==> src/hdl/ssb_pkg.sv <==
`default_nettype none

package ssb_pkg;

   localparam int unsigned DIM_W    = 10;
   localparam int unsigned SCALE_W  = 7;
   localparam int unsigned PIX_W    = 8;
   localparam int unsigned COORD_W  = 9;
   localparam int unsigned ACC_W    = 7;
   // edges and write positions are signed; the top edge can reach -1534, which needs 12 bits
   localparam int unsigned EDGE_W   = 12;

   localparam logic [SCALE_W-1:0] FULL_SCALE = 7'd100;
   localparam logic [ACC_W:0]     KEEP_LEVEL = 8'd100;

   // divide by 100: (p * 167773) >> 24 is exact for p < 199728
   localparam int unsigned       PROD_W      = 17;
   localparam int unsigned       RECIP_W     = 18;
   localparam int unsigned       RECIP_SHIFT = 24;
   localparam logic [RECIP_W-1:0] RECIP_100  = 18'd167773;

   typedef enum logic [2:0] {
      REG_SCALE,
      REG_FRAME_W,
      REG_FRAME_H,
      REG_ORIGIN_X,
      REG_ORIGIN_Y,
      REG_DEST_W,
      REG_DEST_H,
      REG_KEY
   } reg_index_type;

   typedef struct packed {
      logic        [SCALE_W-1:0] scale;
      logic        [DIM_W-1:0]   width;
      logic        [DIM_W-1:0]   height;
      logic signed [DIM_W-1:0]   origin_x;
      logic signed [DIM_W-1:0]   origin_y;
   } geom_cfg_type;

   typedef struct packed {
      logic signed [EDGE_W-1:0] left;
      logic signed [EDGE_W-1:0] top;
   } edges_type;

endpackage

`default_nettype wire

==> src/hdl/ssb_edge_calc.sv <==
`default_nettype none

module ssb_edge_calc (
   input  wire logic                 clock,
   input  wire logic                 reset,
   input  wire logic                 start,
   input  wire ssb_pkg::geom_cfg_type cfg,
   output logic                      busy,
   output ssb_pkg::edges_type        edges
);
   import ssb_pkg::*;

   logic [PROD_W-1:0] col_prod_ff, row_prod_ff;
   logic [DIM_W-1:0]  kept_cols_ff, kept_rows_ff;
   logic [PROD_W+RECIP_W-1:0] col_full, row_full;
   logic              pend0_ff, pend1_ff, pend2_ff;
   edges_type         edges_ff, edges_in;

   assign col_full = {{RECIP_W{1'b0}}, col_prod_ff} * {{PROD_W{1'b0}}, RECIP_100};
   assign row_full = {{RECIP_W{1'b0}}, row_prod_ff} * {{PROD_W{1'b0}}, RECIP_100};

   always_comb begin
      if (cfg.scale == '0) begin
         edges_in.left = EDGE_W'(cfg.origin_x);
         edges_in.top  = EDGE_W'(cfg.origin_y);
      end else begin
         edges_in.left = EDGE_W'(cfg.origin_x)
                       - $signed({{(EDGE_W-DIM_W+1){1'b0}}, kept_cols_ff[DIM_W-1:1]});
         edges_in.top  = EDGE_W'(cfg.origin_y)
                       - $signed({{(EDGE_W-DIM_W){1'b0}}, kept_rows_ff})
                       + EDGE_W'(1);
      end
   end

   always_ff @(posedge clock) begin
      col_prod_ff  <= PROD_W'(cfg.width) * PROD_W'(cfg.scale);
      row_prod_ff  <= PROD_W'(cfg.height) * PROD_W'(cfg.scale);
      kept_cols_ff <= col_full[RECIP_SHIFT +: DIM_W];
      kept_rows_ff <= row_full[RECIP_SHIFT +: DIM_W];
      if (reset) begin
         pend0_ff <= 1'b1;
         pend1_ff <= 1'b0;
         pend2_ff <= 1'b0;
         edges_ff <= '0;
      end else begin
         pend0_ff <= start;
         pend1_ff <= pend0_ff;
         pend2_ff <= pend1_ff;
         if (pend2_ff) begin
            edges_ff <= edges_in;
         end
      end
   end

   assign busy  = pend0_ff | pend1_ff | pend2_ff;
   assign edges = edges_ff;

endmodule

`default_nettype wire

==> src/hdl/scaled_sprite_colorkey_blit_core.sv <==
`default_nettype none

// Scaled sprite blitter with a color key. Source pixels enter in raster order, one
// transaction per cycle while req_tready is high, and each one yields zero or one
// destination write (x, y, color) in the next cycle through a registered output
// that stalls only when the sink holds rsp_tready low. Row and column keep decisions
// come from two percent accumulators; the scaled sprite is centered on origin_x with
// its bottom row on origin_y and is clipped to the destination. After reset and after
// every register write the frame restarts and req_tready stays low while the sprite
// placement is recomputed (multiply, divide-by-100 by reciprocal, subtract).
module scaled_sprite_colorkey_blit_core #(
   parameter int MAX_DIM = 512
) (
   input  wire logic        clock,
   input  wire logic        reset,
   input  wire logic        req_tvalid,
   output logic             req_tready,
   input  wire logic [7:0]  req_tdata,   // [7:0] src_pixel
   output logic             rsp_tvalid,
   input  wire logic        rsp_tready,
   output logic [31:0]      rsp_tdata,   // [8:0] write_x, [17:9] write_y,
                                         // [25:18] write_value, [31:26] zero
   input  wire logic        csr_we,
   input  wire logic [2:0]  csr_addr,
   input  wire logic [9:0]  csr_wdata
);
   import ssb_pkg::*;

   localparam int DIM_LIMIT = (MAX_DIM > 1023) ? 1023 : MAX_DIM;
   localparam logic [DIM_W-1:0] DIM_MAX_V = DIM_W'(DIM_LIMIT);

   // configuration
   logic        [SCALE_W-1:0] scale_ff;
   logic        [DIM_W-1:0]   frame_w_ff, frame_h_ff, dest_w_ff, dest_h_ff;
   logic signed [DIM_W-1:0]   origin_x_ff, origin_y_ff;
   logic        [PIX_W-1:0]   key_ff;

   // effective values
   logic [SCALE_W-1:0] eff_scale;
   logic [DIM_W-1:0]   eff_w, eff_h, eff_dw, eff_dh;

   // frame state
   logic [DIM_W-1:0] src_col_ff, src_col_in, src_row_ff, src_row_in;
   logic [ACC_W-1:0] col_acc_ff, col_acc_in, row_acc_ff, row_acc_in;
   logic [DIM_W-1:0] shown_col_ff, shown_col_in, shown_row_ff, shown_row_in;
   logic             row_shown_ff, row_shown_in;

   // output register
   logic               out_valid_ff;
   logic [COORD_W-1:0] out_x_ff, out_y_ff;
   logic [PIX_W-1:0]   out_pix_ff;

   logic               hit;
   logic signed [EDGE_W-1:0] pos_x, pos_y;

   geom_cfg_type geom_cfg;
   edges_type    edges;
   logic         edge_busy;
   logic         take;

   assign eff_scale = (scale_ff > FULL_SCALE) ? FULL_SCALE : scale_ff;
   assign eff_w  = (frame_w_ff == '0) ? DIM_W'(1)
                 : ((frame_w_ff > DIM_MAX_V) ? DIM_MAX_V : frame_w_ff);
   assign eff_h  = (frame_h_ff == '0) ? DIM_W'(1)
                 : ((frame_h_ff > DIM_MAX_V) ? DIM_MAX_V : frame_h_ff);
   assign eff_dw = (dest_w_ff > DIM_MAX_V) ? DIM_MAX_V : dest_w_ff;
   assign eff_dh = (dest_h_ff > DIM_MAX_V) ? DIM_MAX_V : dest_h_ff;

   assign geom_cfg.scale    = eff_scale;
   assign geom_cfg.width    = eff_w;
   assign geom_cfg.height   = eff_h;
   assign geom_cfg.origin_x = origin_x_ff;
   assign geom_cfg.origin_y = origin_y_ff;

   ssb_edge_calc u_edge_calc (
      .clock (clock),
      .reset (reset),
      .start (csr_we),
      .cfg   (geom_cfg),
      .busy  (edge_busy),
      .edges (edges)
   );

   assign req_tready = !edge_busy && !csr_we && (!out_valid_ff || rsp_tready);
   assign take       = req_tvalid && req_tready;

   always_comb begin
      logic [ACC_W:0]   sum;
      logic [ACC_W-1:0] col_base;
      logic [DIM_W-1:0] shown_base;
      logic             col_kept;
      logic             in_x, in_y;

      row_acc_in   = row_acc_ff;
      row_shown_in = row_shown_ff;
      col_base     = col_acc_ff;
      shown_base   = shown_col_ff;
      // first pixel of a row decides whether the row is shown
      if (src_col_ff == '0) begin
         sum          = {1'b0, row_acc_ff} + {1'b0, eff_scale};
         row_shown_in = (sum >= KEEP_LEVEL);
         row_acc_in   = row_shown_in ? ACC_W'(sum - KEEP_LEVEL) : ACC_W'(sum);
         col_base     = '0;
         shown_base   = '0;
      end

      sum        = {1'b0, col_base} + {1'b0, eff_scale};
      col_kept   = (sum >= KEEP_LEVEL);
      col_acc_in = col_kept ? ACC_W'(sum - KEEP_LEVEL) : ACC_W'(sum);

      pos_x = edges.left + $signed({{(EDGE_W-DIM_W){1'b0}}, shown_base});
      pos_y = edges.top  + $signed({{(EDGE_W-DIM_W){1'b0}}, shown_row_ff});
      in_x  = !pos_x[EDGE_W-1] && ({1'b0, pos_x[EDGE_W-2:0]} < EDGE_W'(eff_dw));
      in_y  = !pos_y[EDGE_W-1] && ({1'b0, pos_y[EDGE_W-2:0]} < EDGE_W'(eff_dh));
      hit   = row_shown_in && col_kept && in_x && in_y && (req_tdata != key_ff);

      shown_col_in = col_kept ? shown_base + DIM_W'(1) : shown_base;

      src_col_in   = src_col_ff + DIM_W'(1);
      src_row_in   = src_row_ff;
      shown_row_in = shown_row_ff;
      if ({1'b0, src_col_ff} + (DIM_W+1)'(1) >= {1'b0, eff_w}) begin
         src_col_in = '0;
         if (row_shown_in) begin
            shown_row_in = shown_row_ff + DIM_W'(1);
         end
         src_row_in = src_row_ff + DIM_W'(1);
         if ({1'b0, src_row_ff} + (DIM_W+1)'(1) >= {1'b0, eff_h}) begin
            src_row_in   = '0;
            row_acc_in   = '0;
            shown_row_in = '0;
         end
      end
   end

   // configuration registers; any write restarts the frame
   always_ff @(posedge clock) begin
      if (reset) begin
         scale_ff    <= FULL_SCALE;
         frame_w_ff  <= DIM_W'(1);
         frame_h_ff  <= DIM_W'(1);
         origin_x_ff <= '0;
         origin_y_ff <= '0;
         dest_w_ff   <= DIM_W'(512);
         dest_h_ff   <= DIM_W'(512);
         key_ff      <= '0;
      end else if (csr_we) begin
         case (reg_index_type'(csr_addr))
            REG_SCALE:    scale_ff    <= csr_wdata[SCALE_W-1:0];
            REG_FRAME_W:  frame_w_ff  <= csr_wdata;
            REG_FRAME_H:  frame_h_ff  <= csr_wdata;
            REG_ORIGIN_X: origin_x_ff <= $signed(csr_wdata);
            REG_ORIGIN_Y: origin_y_ff <= $signed(csr_wdata);
            REG_DEST_W:   dest_w_ff   <= csr_wdata;
            REG_DEST_H:   dest_h_ff   <= csr_wdata;
            REG_KEY:      key_ff      <= csr_wdata[PIX_W-1:0];
            default:      key_ff      <= key_ff;
         endcase
      end
   end

   always_ff @(posedge clock) begin
      if (reset || csr_we) begin
         src_col_ff   <= '0;
         src_row_ff   <= '0;
         col_acc_ff   <= '0;
         row_acc_ff   <= '0;
         shown_col_ff <= '0;
         shown_row_ff <= '0;
         row_shown_ff <= 1'b0;
      end else if (take) begin
         src_col_ff   <= src_col_in;
         src_row_ff   <= src_row_in;
         col_acc_ff   <= col_acc_in;
         row_acc_ff   <= row_acc_in;
         shown_col_ff <= shown_col_in;
         shown_row_ff <= shown_row_in;
         row_shown_ff <= row_shown_in;
      end
   end

   always_ff @(posedge clock) begin
      if (reset) begin
         out_valid_ff <= 1'b0;
      end else if (take) begin
         out_valid_ff <= hit;
      end else if (rsp_tready) begin
         out_valid_ff <= 1'b0;
      end
      if (take && hit) begin
         out_x_ff   <= pos_x[COORD_W-1:0];
         out_y_ff   <= pos_y[COORD_W-1:0];
         out_pix_ff <= req_tdata;
      end
   end

   assign rsp_tvalid = out_valid_ff;
   assign rsp_tdata  = {6'b0, out_pix_ff, out_y_ff, out_x_ff};

endmodule

`default_nettype wire
==> config.mk <==
export PLATFORM = sky130hd
export DESIGN_NAME = scaled_sprite_colorkey_blit_core
export DESIGN_NICKNAME = d
export VERILOG_FILES = /design/src/hdl/ssb_pkg.sv /design/src/hdl/ssb_edge_calc.sv /design/src/hdl/scaled_sprite_colorkey_blit_core.sv
export SDC_FILE = /design/constraint.sdc
export NUM_CORES = 1
export LEC_CHECK = 0
export ABC_AREA = 1
export BUFFER_PORTS_ARGS = -buffer_cell sky130_fd_sc_hd__buf_2
export CAP_MARGIN = 0
export CORE_MARGIN = 4
export CORE_UTILIZATION = 40
export DETAILED_ROUTE_END_ITERATION = 10
export SLEW_MARGIN = 10
export SYNTH_ARGS = -nofsm -noshare
export SYNTH_HDL_FRONTEND = slang
export SYNTH_SLANG_ARGS = --single-unit
==> constraint.sdc <==
create_clock -name clock -period 11.25 [get_ports clock]
set_input_delay 0.5625 -clock clock [delete_from_list [all_inputs] [get_ports clock]]
set_output_delay 0.5625 -clock clock [all_outputs]
set_load 0.005 [all_outputs]
* After elaboration in Yosys (flattened, before gate mapping)
Cells that the tools add are included.
** Cells by class
- Divide/modulo/power cells :: 0
- Shifts and indexed selects :: 0
- Add/sub/neg operators :: 15
- Equal/unequal tests :: 8
- Mux-type cells :: 23
- Multiply operators :: 4
- Reduce and logical (&&, ||, !) cells :: 34
- Magnitude comparators :: 11
- Bitwise gates (word level) :: 2
** Operator list (count)
- $mux 10 :: 12
- $mul 17x18->34 const B :: 2
- $mux 7 :: 7
- $add 10x1->10 const B :: 4
- $gt 10x10->1 const B :: 4
- $mul 10x7->17 :: 2
- $logic_not 10->1 :: 3
- $add 12x11->12 :: 2
- $mux 24 :: 1
- $add 10x1->11 const B :: 2
- $ge 11x10->1 :: 2
- $lt 11x10->1 :: 2
- $reduce_and 2->1 :: 9
- $add 7x7->8 :: 2
- $ge 8x7->1 const B :: 2
- $sub 7x7->7 const B :: 2
- $add 12x2->12 const B :: 1
- $eq 3x3->1 const B :: 4
- $sub 10x11->12 :: 1
- $sub 10x10->11 :: 1
- $logic_and 1x1->1 :: 10
- $ne 8x8->1 :: 1
- $gt 7x7->1 const B :: 1
- $logic_not 7->1 :: 1
- other kinds (9) :: 19
** Storage, ports and cells
- Bits of input ports :: 26
- Memories :: 0
- Latch bits :: 0
- Word-level logic and storage cells :: 125
- Output and inout port bits :: 34
- Bits in read-only memories :: 0
- Flip-flop bits (word level) :: 238
- RAM bits :: 0

* Longest topological paths before layout
Gate-level depths: netlist of the first run.
- Depth in word-level cells :: 10
- Gate-level depth with buffers :: 28
- Mapped depth without buffers :: 28

* Modules after synthesis
Synthesis of the first run repeated with hierarchy kept, for this count alone.
** Second synthesis, totals
- Cell total of the unflattened synthesis :: 3977
- Area, all modules :: 29847.4 µm²
** Modules (own cells, without submodules)
- ssb_edge_calc :: sequential area each 1581.5 µm², cells each 2606, area each 19932.9 µm², times used 1
- scaled_sprite_colorkey_blit_core :: sequential area each 3403.3 µm², cells each 1371, area each 9914.5 µm², times used 1

* Worst setup path before layout of the first run
OpenSTA, ideal clock, no wires.
- Path kind :: register to register
- From :: register u_edge_calc.col_prod_ff[2]
- To :: register u_edge_calc.kept_cols_ff[9]
- Required time :: 11.138 ns
- Data arrival time :: 4.801 ns
- Library setup time :: 0.112 ns
- Setup slack :: 6.337 ns
- Stages on the path, launching flop included :: 21
- Period minus slack after synthesis :: 4.913 ns
- Path buffers :: 0
- Cells stage by stage :: dfxtp_1 fa_1 inv_1 fa_1 fa_1 fa_1 inv_1 fa_1 inv_1 fa_1 inv_1 ha_1 nand2_1 nor2_1 inv_1 o211ai_1 nand2_1 o21ai_2 nand3_1 nand3_1 nand2_1
** Between the ends
- Word-level cells in the longest chain between the ends :: 1
** Ends and longest elaborated chain
- start: declaration :: RTL line ssb_edge_calc.sv:13 : logic [PROD_W-1:0] col_prod_ff, row_prod_ff;
- start signal: assignment :: RTL line ssb_edge_calc.sv:36 : col_prod_ff <= PROD_W'(cfg.width) * PROD_W'(cfg.scale);
- $mul 17x18->34 :: RTL line ssb_edge_calc.sv:19 : assign col_full = {{RECIP_W{1'b0}}, col_prod_ff} * {{PROD_W{1'b0}}, RECIP_100};
- named net u_edge_calc.col_full[33] :: RTL line ssb_edge_calc.sv:15 : logic [PROD_W+RECIP_W-1:0] col_full, row_full;
- end signal: assignment :: RTL line ssb_edge_calc.sv:38 : kept_cols_ff <= col_full[RECIP_SHIFT +: DIM_W];
- end: declaration :: RTL line ssb_edge_calc.sv:14 : logic [DIM_W-1:0] kept_cols_ff, kept_rows_ff;
The timed path passes the listed nets, and every way through them passes these cells.
A chain may end at the register's enable or synchronous reset.

* Worst setup path after layout of the first run
- From :: register scale_ff[3]
- To :: register u_edge_calc.col_prod_ff[14]
** Between the ends
- Word-level cells in the longest chain between the ends :: 3
** Ends and longest elaborated chain
- start: declaration :: RTL line scaled_sprite_colorkey_blit_core.sv:33 : logic [SCALE_W-1:0] scale_ff;
- start signal: assignment :: RTL line scaled_sprite_colorkey_blit_core.sv:149 : REG_SCALE: scale_ff <= csr_wdata[SCALE_W-1:0];
- $gt 7x7->1 :: RTL line scaled_sprite_colorkey_blit_core.sv:61 : assign eff_scale = (scale_ff > FULL_SCALE) ? FULL_SCALE : scale_ff;
- $mux 7 * :: RTL line scaled_sprite_colorkey_blit_core.sv:61
- $mul 10x7->17 * :: RTL line ssb_edge_calc.sv:36
Mark *: on every way between the ends. The rest lies on a longest branch, timed or not.

==> summary.md, run 1 <==
| Metric | Value |
|---|---|
| Worst clock skew | `39.2 ps` |
| Ys flop type | `dfxtp_1` |
| Most frequent cells in the layout | `inv_1, nand2_1, ha_1, nor2_1, fa_1` |
| Postcts setup bufs | `0` |
| Max VDD drop | `0.000809 V` |
| Commonest non-fill, non-tap cell in the layout | `inv_1` |
| Final WL | `around 68 mm` |
| GRT busiest layer | `met2` |
| Initial Util | `between 40% and 50%` |
| Overflow after GRT | `0` |
| Worst EP required | `between 10000 and 15000 ps` |
| 1st-iter DRT viols | `around 1.1k` |
| CTS buffer count | `28` |
| Clk root buf | `clkbuf_16` |
| Worst slew pin tran | `1070 ps` |
| FF-to-FF setup slack | `around 5600 ps` |
| Worst Hold Path Cells | `1` |
| Setup crit end kind | `flip-flop` |
| First-pass GRT wire length | `around 110 mm` |
| Core area | `approximately 69000 um^2` |
| Htree depth | `1` |
| Placer Congestion | `around 0.9` |
| Worst Reg2Reg Path Length in Cells | `22` |
| Hold-fix buffer count after cts | `0` |
| Max Freq | `~0.18 GHz` |
| Tot Pwr | `around 7500 uW` |
| Setup TNS | `0 ps` |
| Pwr/cell area | `246 nW/um^2` |
| Met2 usage | `between 30% and 40%` |
| Hold EP | `out_pix_ff[4]` |
| Yosys cell types | `approximately 50` |
| GRT Total Usage | `between 15 and 20%` |
| Initial antenna violation count | `1` |
| YS warnings | `0` |
| Clk sinks | `approximately 240` |
| Die area | `between 70000 and 80000 um^2` |
| Ys async rst share | `0%` |
| Synth-to-layout area growth | `7.97%` |
| Clk_lat worst skew | `600 ps` |
| Share of cells above drive strength 1 | `~4.3%` |
| Crit Path Class | `flip-flop to flip-flop` |
| Worst EP arrival | `between 6000 and 7000 ps` |
| Remaining DRCs | `0` |
| WL per Instance | `roughly 15 um` |
| Sequential-to-total area share from yosys stat | `around 18%` |
| Final setup vio count | `0` |
| Detailed placement HPWL | `about 55 mm` |
| # Max-Cap Violations | `0` |
| Period utilisation layout | `between 50% and 60%` |
| Port bufs | `53` |
| Worst Setup SP | `scale_ff[3]` |
| Final Hold Vio Count | `0` |
| Largest net degree at the start of global routing | `80` |
| GRT met1 Usage | `26.0%` |
| Worst hold start | `req_tdata[4]` |
| TritonRoute pass-1 iters | `5` |
| GRT met3 Usage | `~1.9%` |
| Post-DR vias/cell | `a little under 5` |
| Static Leak | `0.0161 uW` |
| Die H | `between 200 and 300 um` |
| Synth Cell Area | `around 28000 um^2` |
| CP max FO | `12` |
| Post-synth EDFFs | `26` |
| Fin crit period | `approximately 5600 ps` |
| Fill count | `between 7k and 8k` |
| Vias in the first global route | `21.8k` |
| Reg-to-reg startpoint | `scale_ff[3]` |
| # IOs | `60` |
| Cts repair resizes | `0` |
| RR Endpoint | `u_edge_calc.col_prod_ff[14]` |
| Post-synthesis sequential element count | `between 200 and 250` |
| CTS max path bufs | `3` |
| Slew headroom | `28.7%` |
| Outcome | `completed` |
| CTS tree | `yes` |
| Startpoint Class | `flip-flop` |
| Vias | `~22k` |
| Top-area cell type share of the netlist area | `about a fifth` |
| Syn Inst Count | `3521` |
| Clk pin slew, worst setup/hold paths | `around 60 ps` |
| Post-layout nets | `between 4k and 5k` |
| Max-slew violation count | `0` |
| Hold WC Path Type | `input port to flip-flop` |
| N_diodes | `0` |
| Largest area contributor in the netlist | `fa_1` |
| DIE WIDTH | `273 um` |
| ANT nets after route | `0` |
| Avg Cell Area, Syn | `between 7 and 8 um^2` |
| Largest cells by area after synthesis | `fa_1, ha_1, dfxtp_1, inv_1, nand2_1` |
| FP Rows | `96` |
| Unrepaired setup endpoints after global routing | `false` |
==> worst max-delay path by stage <==
stage | cells past startpoint | slack (ps) | endpoint
floorplan | 20 | 6340 | u_edge_calc.kept_cols_ff[9]
global placement | 22 | 5780 | u_edge_calc.col_prod_ff[14]
detailed placement | 22 | 5650 | u_edge_calc.col_prod_ff[14]
CTS | 22 | 5610 | u_edge_calc.col_prod_ff[14]
global route | 22 | 5200 | u_edge_calc.col_prod_ff[14]
finish | 22 | 5610 | u_edge_calc.col_prod_ff[14]
==> area by class of cell <==
cell class              count  area, um^2  area share [%]
inverters                 779        2930            9.64
well taps                 931        1160            3.84
multi-input cells        2446       19900            65.6
clock buffers              30         718            2.37
flip-flops and latches    236        4980            16.4
clock inverters            22         335            1.10
repair buffers             59         310            1.02
==> cell usage after synthesis, types with 13 or more instances <==
cell,instances
nor3_1,25
inv_1,767
o21ai_0,168
xnor2_1,29
o21a_1,13
nand3_1,104
nand2_1,500
edfxtp_1,26
fa_1,300
ha_1,456
dfxtp_1,210
clkbuf_1,47
o211ai_1,13
a21oi_1,249
xor2_1,89
nand4_1,29
nor2_1,372
==> registers in the layout, summed over array words and instances (netlist names), 10 cells and up <==
register / flops
u_edge_calc.kept_rows_ff: 10
origin_y_ff: 10
dest_h_ff: 10
shown_row_ff: 10
u_edge_calc.col_prod_ff: 17
src_row_ff: 10
u_edge_calc.row_prod_ff: 17
src_col_ff: 10
origin_x_ff: 10
u_edge_calc.edges: 23
frame_w_ff: 10
shown_col_ff: 10
dest_w_ff: 10
frame_h_ff: 10
==> worst max-delay path, stage by stage (launching register included) <==
cell,delay [ps]
dfxtp_1,320
nor2_1,130
o21ai_0,100
nand3_1,150
inv_1,60
nor2_1,610
inv_1,490
nand2_1,170
inv_1,70
fa_1,490
inv_1,50
fa_1,520
inv_1,50
fa_1,490
inv_1,50
fa_1,470
inv_1,50
ha_1,300
nand4_1,100
o21ai_0,330
a31oi_1,200
o21ai_0,230
xor2_1,160
==> stage by stage <==
step	area [um^2]	std cells	worst slack [ps]	utilization [%]	hold slack [ps]
after detailed placement	29300	4451	5650	42.4	417
after CTS	30400	4503	5610	43.9	135
final	30400	4503	5610	43.9	168
after floorplan	28100	3526	6340	-	403
after global routing	30400	4503	5200	43.9	151
after global placement	29300	4451	5780	42.4	408
==> routing by layer <==
layer	part of all wire, %	wire length [um]
met4	2.1	1390
met5	0	0
met3	4.1	2770
met2	46	31000
met1	48	32600
==> power by group <==
part	switching (uW)	internal, uW	leakage [uW]	total, uW
sequential	68.0	916	0.00195	984
combinational	3370	2080	0.0136	5450
clock	408	628	0.000493	1040
==> cells by family (layout without fill, tap and decap cells) <==
logic type	after synthesis	in the layout	share of synthesized area [%]
other cells	1	6	0.0133
buf+inv	844	890	11.5
fa+ha+maj	756	756	41.7
flops	236	236	17.7
compound gates	487	487	9.35
simple gates	1079	1079	16.1
xor+xnor	118	118	3.68
(Power assumes the default switching activity.)
==> run 2: changes to the inputs <==
==> constraint.sdc (replaced) <==
create_clock -name clock -period 5.2 [get_ports clock]
set_input_delay 0.26 -clock clock [delete_from_list [all_inputs] [get_ports clock]]
set_output_delay 0.26 -clock clock [all_outputs]
set_load 0.005 [all_outputs]
==> summary.md, run 2 (synthesized netlist as in run 1, its figures left out) <==
| Metric | Value |
|---|---|
| Fin worst setup slack | `168 ps (-5440 ps)` |
| Remaining DRCs | `0 (unchanged)` |
| Crit Path Class | `flip-flop to flip-flop` |
| WL per Instance | `15.1 um (+0.61%)` |
| Placer Congestion | `0.893 (+0.44%)` |
| # placed instances | `4540 (+2.0%)` |
| DIE WIDTH | `273 um (unchanged)` |
| FP Rows | `96 (unchanged)` |
| 1st-iter DRT viols | `1145 (+1.7%)` |
| Max Freq | `0.199 GHz (+12%)` |
| # Max-Cap Violations | `0 (unchanged)` |
| Post-layout nets | `4434 (+2.4%)` |
| Overflow after GRT | `0 (unchanged)` |
| Outcome | `completed` |
| Final Hold Vio Count | `0 (unchanged)` |
| Htree depth | `1 (unchanged)` |
| Period utilisation layout | `96.8% (+47 points)` |
| Pwr/cell area | `566 nW/um^2 (+130%)` |
| Slowest CP cell | `fa_1` |
| Static Leak | `0.0166 uW (+3.2%)` |
| Design area | `31400 um^2 (+3.4%)` |
| N_diodes | `0 (unchanged)` |
| Largest net degree at the start of global routing | `43 (-46%)` |
| Share of cells above drive strength 1 | `8.55% (+4.2 points)` |
| Fin crit period | `5030 ps (-609 ps)` |
| Initial Util | `40.6% (unchanged)` |
| Vias in the first global route | `22.0k (+0.99%)` |
| Worst Reg2Reg Path Length in Cells | `20 (-9.1%)` |
| Hold WC Path Type | `input port to flip-flop` |
| CTS buffer count | `28 (unchanged)` |
| RR Endpoint | `u_edge_calc.kept_cols_ff[7]` |
| Placement Cell Area | `30000 um^2 (+2.3%)` |
| Worst EP arrival | `5490 ps (-640 ps)` |
| Worst EP required | `5660 ps (-6080 ps)` |
| Worst slew pin tran | `1120 ps (+51.7 ps)` |
| Worst Setup SP | `u_edge_calc.col_prod_ff[8]` |
| Die H | `273 um (unchanged)` |
| Post-DR vias/cell | `4.82 (about the same)` |
| ANT nets after route | `0 (unchanged)` |
| Initial antenna violation count | `2 (+1)` |
| Final WL | `69.7 mm (+2.9%)` |
| FF-to-FF setup slack | `170 ps (-5440 ps)` |
| Most frequent cells in the layout | `inv_1, nand2_1, ha_1, nor2_1, fa_1` |
| Max VDD drop | `0.00136 V (+68%)` |
| Unrepaired setup endpoints after global routing | `true` |
| Max-slew violation count | `0 (unchanged)` |
| Reg-to-reg startpoint | `u_edge_calc.col_prod_ff[8]` |
| # IOs | `60 (unchanged)` |
| Largest register FFs | `23 (unchanged)` |
| Final setup vio count | `0 (unchanged)` |
| Clk sinks | `236 (unchanged)` |
| Die area | `74600 um^2 (unchanged)` |
| Clk_lat worst skew | `580 ps (-20 ps)` |
| Crit path cell chain | `buf_4 -> ha_1 -> inv_1 -> fa_1 -> fa_1 -> inv_1 -> fa_1 -> inv_1 -> fa_1 -> fa_1 -> inv_1 -> ha_1 -> a21oi_1 -> o21ai_0 -> nand2_1 -> a211oi_1 -> nor4_1 -> nand2_1 -> nand2_1 -> nand2_1` |
| Synth-to-layout area growth | `11.6%` |
| First-pass GRT wire length | `114 mm (+1.7%)` |
| Critical Path Most Common Cell | `fa_1` |
| Worst Hold Path Cells | `3 (+2)` |
| Reg area | `5000 um^2 (+0.40%)` |
| Pre-CTS WS | `-9.76 ps (-5660 ps)` |
| CP max FO | `3 (-9)` |
| CTS max path bufs | `3 (unchanged)` |
| Vias | `22.2k (+2.3%)` |
| Clk pin slew, worst setup/hold paths | `70 ps (about the same)` |
| Worst hold start | `csr_wdata[9]` |
| WP buf/inv | `5 (-2)` |
| Crit path max-delay family | `adder cells` |
| Footprint of the multi-input gates | `20200 um^2 (+1.3%)` |
| Worst path depth | `20 (-9.1%)` |
| Detailed placement HPWL | `56.9 mm (+3.7%)` |
| Critical Path Max Stage Delay | `590 ps (-20 ps)` |
| Slew headroom | `24.7% (-4.1 points)` |
| Fin Hold WS | `139 ps (-28.4 ps)` |
| GRT Total Usage | `18.8% (+0.34 points)` |
| Worst clock skew | `27.3 ps (-12.0 ps)` |
| Non-Filler Instances | `4604 (+2.2%)` |
| Core area | `69200 um^2 (unchanged)` |
| Hold EP | `dest_w_ff[9]` |
| Commonest non-fill, non-tap cell in the layout | `inv_1` |
| Startpoint Class | `flip-flop` |
| TritonRoute pass-1 iters | `5 (unchanged)` |
| Port bufs | `53 (unchanged)` |
| Fill count | `6953 (-1.4%)` |
| Clk root buf | `clkbuf_16` |
| CTS tree | `yes` |
| Tot Pwr | `17800 uW (+140%)` |
| Setup crit end kind | `flip-flop` |
-- run 2: cell count changes in the layout (fill, tap and decap cells not counted), moves of 9 or more --
cell / delta
dlygate4sd3_1: +9
dfxtp_1: -14
buf_4: +92
a21oi_2: +14
o21ai_0: -16
a21oi_1: -14
dfxtp_2: +13
o21ai_1: +14
-- run 2: worst register-to-register path: cells and delay by family, from the launching register on --
| kind | cells | cell delay, ps |
|---|---|---|
| adder cells (fa/ha/maj) | 7 | 3150 |
| AND/OR/NAND/NOR | 5 | 630 |
| AO/OA/AOI/OAI | 3 | 430 |
| buffers and inverters | 5 | 380 |
| flip-flops | 1 | 340 |
-- run 2: through the flow --
stage	util, %	TNS (ps)
after floorplan	-	0
after global placement	43.3	0
after detailed placement	43.3	-9.76
after CTS	44.9	0
after global routing	45.4	-266
final	45.4	0
-- run 2: where the power goes --
group	switching (uW)	total [uW]	internal, uW
Combinational	8080	13500	5420
Clock	828	2160	1330
Sequential	112	2100	1990
Total	9020	17800	8740
-- run 2: worst max-delay path by stage --
| stage | slack (ps) | endpoint |
|---|---|---|
| detailed placement | -10 | u_edge_calc.kept_cols_ff[8] |
| floorplan | 290 | u_edge_calc.kept_cols_ff[9] |
| global placement | 7 | u_edge_calc.kept_cols_ff[8] |
| finish | 170 | u_edge_calc.kept_cols_ff[7] |
| CTS | 20 | u_edge_calc.kept_cols_ff[9] |
| global route | -100 | u_edge_calc.kept_rows_ff[7] |
-- run 2: repair_timing --
| item | 4_1_cts | 5_1_grt |
|---|---|---|
| hold buffers | 9 | 0 |
| gates resized for setup | 3 | 90 |
| setup endpoints to repair | 2 | 31 |
| buffers inserted | 0 | 4 |
| hold endpoints to repair | 9 | 0 |
| pin swaps | 5 | 31 |
-- run 2: final cells by class --
class,instances,area share [%]
multi-input combinational,2446,64.3
inverter,779,9.32
clock inverter,11,0.610
clock buffer,40,2.60
tap,931,3.71
timing repair buffer,161,3.51
sequential,236,15.9
-- run 2: per-layer routing --
metal	part of all wire, %	wire length (um)	GRT usage [%]	vias up
met1	47	33000	26.0	10400
li1	-	-	-	11300
met5	0	0	0	-
met2	46	32100	31.5	378
met3	3.9	2750	2.05	102
met4	2.7	1870	4.55	0
